File: src/tt_pkg.sv
package tt_pkg;

  // Default grid geometry
  localparam int DEF_GRID_COLUMNS = 52;
  localparam int DEF_GRID_ROWS    = 16;

  // Command codes
  localparam logic CMD_PUT  = 1'b0;
  localparam logic CMD_READ = 1'b1;

  // Control bytes and the printable range
  localparam logic [7:0] CHAR_LF    = 8'h0A;
  localparam logic [7:0] CHAR_CR    = 8'h0D;
  localparam logic [7:0] CHAR_BS    = 8'h08;
  localparam logic [7:0] CHAR_TAB   = 8'h09;
  localparam logic [7:0] PRINT_LO   = 8'h20;
  localparam logic [7:0] PRINT_HI   = 8'h7E;
  localparam int         TAB_STOP   = 8;

  // Sequencer states
  typedef enum logic [3:0] {
    ST_CLEAR,
    ST_IDLE,
    ST_DECODE,
    ST_SCRUB_ADDR,
    ST_SCRUB_LOAD,
    ST_SCRUB,
    ST_ACC_ADDR,
    ST_ACC,
    ST_READ_WAIT,
    ST_DONE
  } tt_state_t;

endpackage

File: src/tt_addr_unit.sv
module tt_addr_unit #(
  parameter int GRID_COLUMNS = tt_pkg::DEF_GRID_COLUMNS,
  parameter int GRID_ROWS    = tt_pkg::DEF_GRID_ROWS,
  parameter int RW           = $clog2(GRID_ROWS),
  parameter int CW           = $clog2(GRID_COLUMNS + 1),
  parameter int AW           = $clog2(GRID_ROWS * GRID_COLUMNS)
) (
  input  logic          clk,
  input  logic [RW-1:0] offset,
  input  logic [RW-1:0] row,
  input  logic [CW-1:0] col,
  output logic [AW-1:0] addr
);

  logic [RW:0]   row_sum;
  logic [RW:0]   phys_row;
  logic [31:0]   lin_addr;

  // Rotate the logical row by the scroll offset, then linearize
  always_comb begin
    row_sum = {1'b0, offset} + {1'b0, row};
    if (row_sum >= (RW+1)'(GRID_ROWS)) begin
      phys_row = row_sum - (RW+1)'(GRID_ROWS);
    end else begin
      phys_row = row_sum;
    end
    lin_addr = 32'(phys_row) * 32'(GRID_COLUMNS) + 32'(col);
  end

  // Register the cell address
  always_ff @(posedge clk) begin
    addr <= lin_addr[AW-1:0];
  end

endmodule

File: config.mk
export PLATFORM = sky130hd
export DESIGN_NAME = tt_addr_unit
export DESIGN_NICKNAME = d
export VERILOG_FILES = /design/src/tt_pkg.sv /design/src/tt_addr_unit.sv
export SDC_FILE = /design/constraint.sdc
export NUM_CORES = 1
export LEC_CHECK = 0
export BUFFER_PORTS_ARGS = -buffer_cell sky130_fd_sc_hd__buf_2
export CORE_MARGIN = 5
export CORE_UTILIZATION = 48
export DETAILED_ROUTE_END_ITERATION = 10
export PLACE_DENSITY_LB_ADDON = 0.05
export SKIP_LAST_GASP = 1
export SYNTH_ARGS = -nofsm -noshare
export SYNTH_HDL_FRONTEND = slang
export SYNTH_SLANG_ARGS = --single-unit
File: constraint.sdc
create_clock -name clk -period 4.7 [get_ports clk]
set_input_delay 0.94 -clock clk [delete_from_list [all_inputs] [get_ports clk]]
set_output_delay 0.94 -clock clk [all_outputs]
set_load 0.02 [all_outputs]
* After elaboration in Yosys (flattened, before gate mapping)
Cells that the tools add are included.
** Storage, ports and cells
- Register bits :: 10
- Output and inout port bits :: 10
- Word-level logic and storage cells :: 7
- Input bits :: 15
** Operators by class
- Add/subtract/negate cells :: 3
- Multipliers :: 1
- Mux-type cells :: 1
- Order comparisons :: 1
** Operator list (count)
- $add 10x6->10 :: 1
- $mul 5x4->8 const B :: 1
- $add 4x4->5 :: 1
- $ge 5x5->1 const B :: 1
- $mux 5 :: 1
- $sub 5x5->5 const B :: 1

* Depth between registers and ports, before layout
Gate-level depths: netlist of run 1.
- Depth in word-level cells :: 5
- Gate-level depth with buffers :: 12

* Worst setup path after synthesis of run 1
Ideal clock, no wire load.
- Kind :: input to register
- Start point :: in offset[0]
- End point :: reg addr[9]
- Path slack :: 0.796 ns
- Data arrival time :: 3.774 ns
- Stages on the path :: 11
- Buffers on the path :: 0
- Path through :: ha_1 > fa_1 > xor2_1 > ha_1 > ha_1 > inv_1 > fa_1 > and3b_1 > a2bb2oi_1 > nor4_2 > xnor3_1
** On the way
- Longest elaborated chain between the ends :: 5
** Ends and longest elaborated chain
- start, declared :: RTL line tt_addr_unit.sv:9 : input logic [RW-1:0] offset,
- $add 4x4->5 * :: RTL line tt_addr_unit.sv:21 : row_sum = {1'b0, offset} + {1'b0, row};
- $sub 5x5->5 or $ge 5x5->1 (tied branches) :: RTL line tt_addr_unit.sv:23, tt_addr_unit.sv:22
- $mux 5 * :: RTL line tt_addr_unit.sv:22 : if (row_sum >= (RW+1)'(GRID_ROWS)) begin
- $mul 5x4->8 * :: RTL line tt_addr_unit.sv:27 : lin_addr = 32'(phys_row) * 32'(GRID_COLUMNS) + 32'(col);
- $add 10x6->10 * :: RTL line tt_addr_unit.sv:27
- named net lin_addr[9] :: RTL line tt_addr_unit.sv:17 : logic [31:0] lin_addr;
- end signal, assigned :: RTL line tt_addr_unit.sv:32 : addr <= lin_addr[AW-1:0];
- end, declared :: RTL line tt_addr_unit.sv:12 : output logic [AW-1:0] addr
The timed path passes the listed nets; every way through them passes the cells marked *.

* Worst setup path after layout of run 1
Ends and elaborated chain as after synthesis.

==> summary.md, run 1 <==
| Metric | Value |
|---|---|
| Register name with the most flops | addr |
| Switching share of power | 0.4073 |
| Min Tclk post-route | 4.062 ns |
| Switch Pwr | roughly 200 µW |
| Final TNS setup | 0 ns |
| Top Registers | addr: 10 flops |
| Vias in the first global route | between 500 and 600 |
| CP required | about 4.8 ns |
| Hold path start | col[0] |
| Max Transition Viols Final | 0 |
| Largest register FFs | 10 |
| Wirelength, routed | approximately 1200 µm |
| Fillers | ~130 |
| Tightest Pin Transition | approximately 0.35 ns |
| Drt pass-1 iters | 4 |
| Commonest non-fill, non-tap cell in the layout | buf_2 |
| Synthesis-stage register bit count | 10 |
| Crit Path Max Fanout | 4 |
| Yosys top cell area share | 0.3188 |
| Layout cells sized above 1 | 0.3333 |
| Post-CTS Setup Inserts | 0 |
| Initial detailed-routing violation count | 4 |
| Root Driver | clkbuf_4 |
| CP startpoint kind | primary input |
| Status | completed |
| Final setup margin | 0.6377 ns |
| Crit path DAT | between 4 and 5 ns |
| Fin util | 0.6101 |
| Setup Viol. Count Final | 0 |
| Die Span X | 49.42 µm |
| Pwr Density | 538.9 nW/µm² |
| GRT Overall Usage | 0.1104 |
| Logic pwr share | 0.635 |
| Post-Syn Area | 745.7 µm² |
| Number of I/O port buffers | 24 |
| Post_cts resized | 0 |
| Vias/cell | a little under 5 |
| Dpl ws | around 0.46 ns |
| Avg Inst Size Synth | between 10 and 15 µm² |
| Sequential power share | 0.255 |
| Initial antenna violation count | 0 |
| Slew margin rel. | 0.7661 |
| Vias post-DR | ~530 |
| Total gr overflow | 0 |
| Placer's final routability congestion estimate | 0.7724 |
| Clock Power Share | 0.110 |
| Top post-synthesis cells by area | ha_1 32%, dfxtp_1 27%, fa_1 8.1% |
| Max Clock Freq | between 200 and 250 MHz |
| Die height | 49.42 µm |
| Most frequent cells in the layout | 24 x buf_2, 19 x ha_1, 10 x dfxtp_1 |
| Area grow syn2layout | 21.81% |
| Tcrit/Tclk final | 0.8643 |
| Critical path class | primary input to flop |
| Die area | 2442 µm² |
| # rows | 14 |
| Final nets | 132 |
| DP Wirelength | ~1000 µm |
| Nature of the critical path endpoint | flop |
| Post-synthesis sequential area ratio | 0.2685 |
| Remaining DRCs | 0 |
| Num ports | 25 |
| Clock transition at path regs | 0.06 ns |
| Worst-case vdd ir drop | ~0.20 mV |
| Synthesized Nets | just over 100 |
| Initial Util | 0.5008 |
| P_leak | around 0.5 nW |
| WHS Path Cells | 1 |
| CTS buffer count | 3 |
| Core box area | between 1000 and 1500 µm² |
| Per-cell routed wire length | approximately 11 µm |
| RSZ-0062 raised after global routing | false |
| Synth area leader | ha_1 |
| CTS max path bufs | 2 |
| Post-Syn Instances | 66 |
| H-tree levels | 1 |
| Hold-fix buffer count after cts | 0 |
| Hold WC Path Type | primary input to flop |
| Worst Hold Path EP | addr[0] |
| Int Pwr | approximately 290 µW |
| DRT antenna net count | 0 |
| CTS tree | yes |
| Global-route wire length before repair | 2132 µm |
| Number of distinct library cells after synthesis | 17 |
| Diode count | 0 |
| Final Hold Viols | 0 |
| Max-cap viol count | 0 |
| Largest net degree at the start of global routing | 6 |
| Warnings, synthesis | 0 |
| CTS sink cnt | 10 |
[cell usage after synthesis]
library cell and n:
a21o_1 3, a21o_2 1, a21oi_1 7, a2bb2oi_1 1, and3_4 1, and3b_1 1
dfxtp_1 10, fa_1 3, ha_1 19, inv_1 6, nand3_1 1, nor3_1 1
nor4_2 1, or2_2 1, xnor2_1 3, xnor3_1 1, xor2_1 6
[layer usage]
| layer | vias to the layer above | GRT usage | wire length (µm) |
|---|---|---|---|
| met2 | 17 | 0.1738 | 551 |
| met1 | 222 | 0.1243 | 537 |
| met5 | - | 0 | 0 |
| met3 | 4 | 0.01529 | 82 |
| li1 | 288 | - | - |
| met4 | 0 | 0.1048 | 53 |
[power groups by stage]
stage / sequential, mW / clock, mW / combinational [mW]
after floorplan: 0.169 / 0 / 0.199
after global placement: 0.126 / 0 / 0.306
after detailed placement: 0.127 / 0 / 0.309
after CTS: 0.125 / 0.0562 / 0.316
after global routing: 0.129 / 0.0613 / 0.349
final: 0.125 / 0.0541 / 0.311
[worst max-delay path by stage]
stage                     startpoint  endpoint  slack [ns]
after CTS                  offset[0]   addr[9]        0.64
final                      offset[0]   addr[9]        0.64
after global routing       offset[0]   addr[9]        0.49
after floorplan            offset[0]   addr[9]        0.80
after detailed placement   offset[0]   addr[9]        0.46
after global placement     offset[0]   addr[9]        0.52
[worst max-delay path, stage by stage]
cell and delay [ns]:
buf_2 0.10, ha_1 0.22, fa_1 0.38, xor2_1 0.32, ha_1 0.31, ha_1 0.30
inv_1 0.06, fa_1 0.62, and3b_1 0.21, a2bb2oi_1 0.31, nor4_2 0.08, xnor3_1 0.35
[kinds of logic after synthesis]
group / count (synthesis) / share of synthesized area
DFF: 10 / 0.2685
AOI/OAI and AO/OA: 12 / 0.1007
buffers and inverters: 6 / 0.03020
and+or+nand+nor: 6 / 0.06543
adders and majority gates: 22 / 0.3993
xor gates and xnor gates: 10 / 0.1359
[final cells by class]
cell class	instances	area, µm²	area share
Tap cell	16	20.02	0.02204
Multi-Input combinational cell	50	523.0	0.5758
Sequential cell	10	200.2	0.2204
Inverter	6	22.52	0.02479
Timing Repair Buffer	24	120.1	0.1322
Clock buffer	3	22.52	0.02479
[metrics by stage]
| step | hold slack [ns] | std cells | total power, mW | cell area (µm²) |
|---|---|---|---|---|
| floorplan | 0.9677 | 66 | 0.3679 | 745.7 |
| global placement | 1.044 | 106 | 0.4324 | 885.9 |
| detailed placement | 1.047 | 106 | 0.4360 | 885.9 |
| CTS | 0.7897 | 109 | 0.4966 | 908.4 |
| global route | 0.7836 | 109 | 0.5384 | 908.4 |
| finish | 0.7933 | 109 | 0.4895 | 908.4 |
(Power assumes the default switching activity.)
==> run 2, diff against run 1 <==
Settings changed: CORE_UTILIZATION 48 to 51, CTS_BUF_LIST set to sky130_fd_sc_hd__clkbuf_2.
==> run 2 against run 1 <==
Clock power down 16%. Largest cell class unchanged. Power down 1.9%. Largest power group unchanged. Hold slack better by 0.0015 ns.
==> summary.md, run 2 (synthesis gave the netlist of run 1 again) <==
| Metric | Value |
|---|---|
| Status | completed |
| Die Span X | a little under 50 µm |
| Register name with the most flops | addr |
| CP bufs+invs | 2 |
| Post-CTS Setup Inserts | 0 |
| Final setup margin | between 0.7 and 0.8 ns |
| Vias post-DR | roughly 550 |
| CTS tree | yes |
| Fin util | 0.6691 |
| DRT antenna net count | 0 |
| Diode count | 0 |
| Pwr Density | 531.7 nW/µm² |
| Fillers | around 130 |
| Commonest non-fill, non-tap cell in the layout | buf_2 |
| CTS max path bufs | 2 |
| Fin area | between 900 and 1000 µm² |
| Slew margin rel. | 0.7737 |
| Hold WC Path Type | primary input to flop |
| Number of I/O port buffers | 24 |
| Cell chain of the critical path | buf_2, ha_1, fa_1, xor2_1, ha_1, ha_1, inv_1, fa_1, and3b_1, a2bb2oi_1, nor4_2, xnor3_1 |
| GRT Overall Usage | 0.1275 |
| Core box area | between 1000 and 1500 µm² |
| Die area | around 2300 µm² |
| Max Transition Viols Final | 0 |
| Setup Viol. Count Final | 0 |
| Placer's final routability congestion estimate | between 0.8 and 0.9 |
| Most frequent cells in the layout | 24 x buf_2, 19 x ha_1, 10 x dfxtp_1 |
| P_leak | roughly 0.50 nW |
| CTS sink cnt | 10 |
| Total power | approximately 480 µW |
| Crit-path slowest cell | fa_1 |
| Initial antenna violation count | 0 |
| Final Hold Viols | 0 |
| Global-route wire length before repair | between 2000 and 2500 µm |
| Vias/cell | around 5 |
| Total gr overflow | 0 |
| Final nets | around 130 |
| Post-Layout Cell Count | 109 |
| DP Wirelength | roughly 1100 µm |
| Worst-case vdd ir drop | around 0.22 mV |
| Largest net degree at the start of global routing | 7 |
| CP startpoint kind | primary input |
| Num ports | 25 |
| H-tree levels | 1 |
| CTS buffer count | 3 |
| Vias in the first global route | 539 |
| Post_cts resized | 0 |
| WHS | 0.7948 ns |
| Wirelength, routed | 1226 µm |
| Max Clock Freq | ~250 MHz |
| Tcrit/Tclk final | 0.8440 |
| Die height | between 40 and 50 µm |
| Drt pass-1 iters | 4 |
| Dpl ws | 0.4467 ns |
| Area of the multi-input gates | ~520 µm² |
| Critical path class | primary input to flop |
| Per-cell routed wire length | about 11 µm |
| Final TNS setup | 0 ns |
| RSZ-0062 raised after global routing | false |
| Top Registers | addr: 10 flops |
| CP dominant cell by count | ha_1 |
| Root Driver | clkbuf_2 |
| Min Tclk post-route | 3.967 ns |
| Crit Path Max Fanout | 4 |
| Largest register FFs | 10 |
| Worst path max stage delay | between 0.6 and 0.7 ns |
| Area grow syn2layout | 21.14% |
| Layout cells sized above 1 | 0.3298 |
| Clock transition at path regs | approximately 0.090 ns |
| Crit path DAT | 4.09 ns |
| Remaining DRCs | 0 |
| CP required | 4.83 ns |
| Max-cap viol count | 0 |
| Nature of the critical path endpoint | flop |
| Initial detailed-routing violation count | 9 |
| # rows | 13 |
| Hold-fix buffer count after cts | 0 |
| Placed Instances | 105 |
| Reg area | 200.2 µm² |
| Placed Area | 884.6 µm² |
| Top delay family on crit path | adder cells |
| Initial Util | 0.5524 |
| Tightest Pin Transition | between 0.3 and 0.4 ns |
-- run 2: routing by layer --
layer / up-vias / global-route usage / share of wire
met5: - / 0 / 0
met4: 0 / 0.08065 / 0.020
met3: 4 / 0.01107 / 0.067
met2: 17 / 0.2370 / 0.54
met1: 238 / 0.1350 / 0.37
li1: 287 / - / -
-- run 2: path summary, 6_finish.rpt --
path | from | endpoint | slack (ns) | cells past startpoint
setup / recovery | offset[0] | addr[9] | 0.73 | 12
hold / removal | col[1] | addr[1] | 0.79 | 1
-- run 2: where the power goes --
group	leakage [nW]	internal, mW	switching [mW]
clock network	0.0140	0.0185	0.0266
registers	0.0843	0.119	0.00520
logic	0.401	0.141	0.170
-- run 2: layout make-up --
type | instances | area share
clock buffers | 3 | 0.01662
inverters | 6 | 0.02493
repair buffers | 24 | 0.1330
well taps | 15 | 0.02078
flip-flops and latches | 10 | 0.2216
clock inverters | 1 | 0.004155
multi-input cells | 50 | 0.5789
==> run 3, diff against run 2 <==
Settings changed: ABC_AREA set to 1, CORE_UTILIZATION 51 to 47.
Clock period 4.7 ns to 3.4 ns, I/O delays scaled along.
==> run 3 against run 2 <==
Area after synthesis is 5.7% higher. Flip-flop and latch count stayed put. Highest routed layer unchanged. Global-route usage is 0.87 points lower. Largest power group unchanged.
==> summary.md, run 3 <==
| Metric | Value |
|---|---|
| CP required | between 3 and 4 ns |
| Dpl ws | -0.09912 ns |
| Max-cap viol count | 0 |
| Die Span X | 50.95 µm |
| Num ports | 25 |
| Met2 GRT Util | 0.2211 |
| Commonest non-fill, non-tap cell in the layout | buf_2 |
| RSZ-0062 raised after global routing | false |
| Global-route wire length before repair | approximately 2400 µm |
| Top post-synthesis cells by area | ha_1 30%, dfxtp_1 25%, fa_1 7.6% |
| Area grow syn2layout | 27.78% |
| H-tree levels | 1 |
| Warnings, synthesis | 0 |
| End of the critical path | addr[9] |
| P_leak | ~0.57 nW |
| CTS buffer count | 3 |
| Sequential power share | 0.234 |
| Die area | ~2600 µm² |
| GR Layer Usage met1 | 0.1261 |
| Placer's final routability congestion estimate | 0.7072 |
| DP Wirelength | around 1300 µm |
| Area of the multi-input gates | 554.3 µm² |
| Largest register FFs | 10 |
| CP startpoint kind | primary input |
| Clock Power Share | 0.088 |
| WHS | approximately 0.52 ns |
| Synthesis-stage register bit count | 10 |
| Largest net degree at the start of global routing | 7 |
| Worst path depth | 15 |
| Number of distinct library cells after synthesis | 15 |
| Total gr overflow | 0 |
| Post-CTS Setup Inserts | 0 |
| Per-cell routed wire length | around 10 µm |
| Switch Pwr | between 300 and 400 µW |
| Max Clock Freq | 312.9 MHz |
| Avg Inst Size Synth | 9.384 µm² |
| Final Hold Viols | 0 |
| Cell chain of the critical path | buf_2, ha_1, fa_1, xnor2_2, inv_1, ha_1, ha_1, inv_1, fa_1, nor2_1, nand3_1, nand3_1, nand3_1, nand2_1, nand2_1 |
| Diode count | 0 |
| Post-synthesis sequential area ratio | 0.2540 |
| Nature of the critical path endpoint | flop |
| EDFF count, synth | 0 |
| Busiest grt layer | met2 |
| Slew margin rel. | 0.7910 |
| Fillers | 132 |
| Total power | ~740 µW |
| Critical path class | primary input to flop |
| Vias in the first global route | roughly 610 |
| Synthesized Nets | approximately 120 |
| Reg area | roughly 200 µm² |
| Most frequent cells in the layout | 24 x buf_2, 19 x ha_1, 15 x nand2_1 |
| CTS max path bufs | 2 |
| Final setup margin | roughly 0.20 ns |
| CP bufs+invs | 3 |
| Logic pwr share | 0.678 |
| Int Pwr | approximately 420 µW |
| Tightest Pin Transition | 0.3112 ns |
| Number of I/O port buffers | 24 |
| Initial detailed-routing violation count | 8 |
| Tcrit/Tclk final | 0.9400 |
| Synth area leader | ha_1 |
| Final nets | 157 |
| Drt pass-1 iters | 4 |
| Root Driver | clkbuf_2 |
| GRT Overall Usage | 0.1189 |
| Core box area | approximately 1500 µm² |
| Crit Path Max Fanout | 3 |
| Max Transition Viols Final | 0 |
| Vias post-DR | between 600 and 700 |
| Post-Syn Instances | 84 |
| Initial antenna violation count | 0 |
| Clock transition at path regs | ~0.10 ns |
| Vias/cell | between 4 and 5 |
| Count leader, synth | ha_1 |
| Switching share of power | 0.4373 |
| CTS tree | yes |
| # rows | 14 |
| Initial Util | 0.5114 |
| Ys async rst share | 0 |
| DRT antenna net count | 0 |
| Crit path DAT | around 3.4 ns |
| Setup Viol. Count Final | 0 |
| Top Registers | addr: 10 flops |
| Min Tclk post-route | around 3.2 ns |
| Remaining DRCs | 0 |
| Pwr Density | 734.9 nW/µm² |
| Status | completed |
| Placed Area | approximately 1000 µm² |
| Layout cells sized above 1 | 0.3109 |
| Worst path max stage delay | 0.48 ns |
| Die height | between 50 and 60 µm |
| Wirelength, routed | 1414 µm |
| Register name with the most flops | addr |
| Crit-path slowest cell | fa_1 |
| Worst Setup SP | offset[0] |
| CTS sink cnt | 10 |
| Fin area | slightly above 1000 µm² |
| Hold WC Path Type | primary input to flop |
| Worst-case vdd ir drop | ~0.47 mV |
| Top delay family on crit path | adder cells |
| Synth cell count leaders | 19 x ha_1, 15 x nand2_1, 11 x inv_1 |
| Fin util | 0.6534 |
| Yosys top cell area share | 0.3016 |
| Met3 Use GR | 0.04360 |
| Ys flop type | dfxtp_1 |
| Post-Syn Area | slightly below 800 µm² |
-- run 3: changes by cell type after synthesis, sizes merged, moves of 2 or more --
cell	before	now
nand2	0	15
nand4	0	2
nand3	1	6
xnor2	3	5
inv	6	11
a21o	4	0
a21oi	7	4
nand3b	0	2
xor2	6	4
-- run 3: repair_timing --
item	CTS	global route
resized for setup	0	1
hold buffers	0	0
setup endpoints to repair	0	1
-- run 3: cell families (layout without fill, tap and decap cells) --
logic type      after synthesis  in the layout  synth area share
fa+ha+maj                    22             22            0.3778
xor+xnor                      9              9            0.1095
flops                        10             10            0.2540
simple gates                 27             27            0.1571
compound gates                5              5           0.04921
buf+inv                      11             46           0.05238
-- run 3: area by class of cell --
type                    instances  share of cell area
multi-input cells              63              0.5503
flip-flops and latches         10              0.1988
repair buffers                 31              0.1714
inverters                      11             0.04099
well taps                      16             0.01988
clock buffers                   3             0.01491
clock inverters                 1            0.003727
-- run 3: how the worst min path moves through the flow --
stage | from | end | slack, ns | depth (start not counted)
6_report | col[0] | addr[0] | 0.52 | 1
5_1_grt | col[0] | addr[0] | 0.49 | 1
4_1_cts | col[0] | addr[0] | 0.51 | 1
3_5_place_dp | col[0] | addr[0] | 0.78 | 1
3_3_place_gp | col[0] | addr[0] | 0.78 | 1
2_1_floorplan | col[0] | addr[0] | 0.71 | 0
-- run 3: metrics by stage --
step / instances / setup TNS, ns
6_report: 135 / 0
5_1_grt: 135 / 0
4_1_cts: 135 / 0
3_5_place_dp: 131 / -0.1695
3_3_place_gp: 131 / -0.002844
2_1_floorplan: 84 / 0
-- run 3: power by group through the flow --
| stage | clock network, mW | registers, mW | logic (mW) |
|---|---|---|---|
| after global placement | 0 | 0.174 | 0.488 |
| after global routing | 0.0754 | 0.176 | 0.565 |
| after detailed placement | 0 | 0.177 | 0.505 |
| after floorplan | 0 | 0.233 | 0.294 |
| after CTS | 0.0688 | 0.174 | 0.508 |
| final | 0.0653 | 0.173 | 0.502 |
-- run 3: per-layer routing --
metal,vias up,wire length (µm)
li1,345,-
met1,270,565
met2,19,746
met3,2,93
met4,0,8
met5,-,0
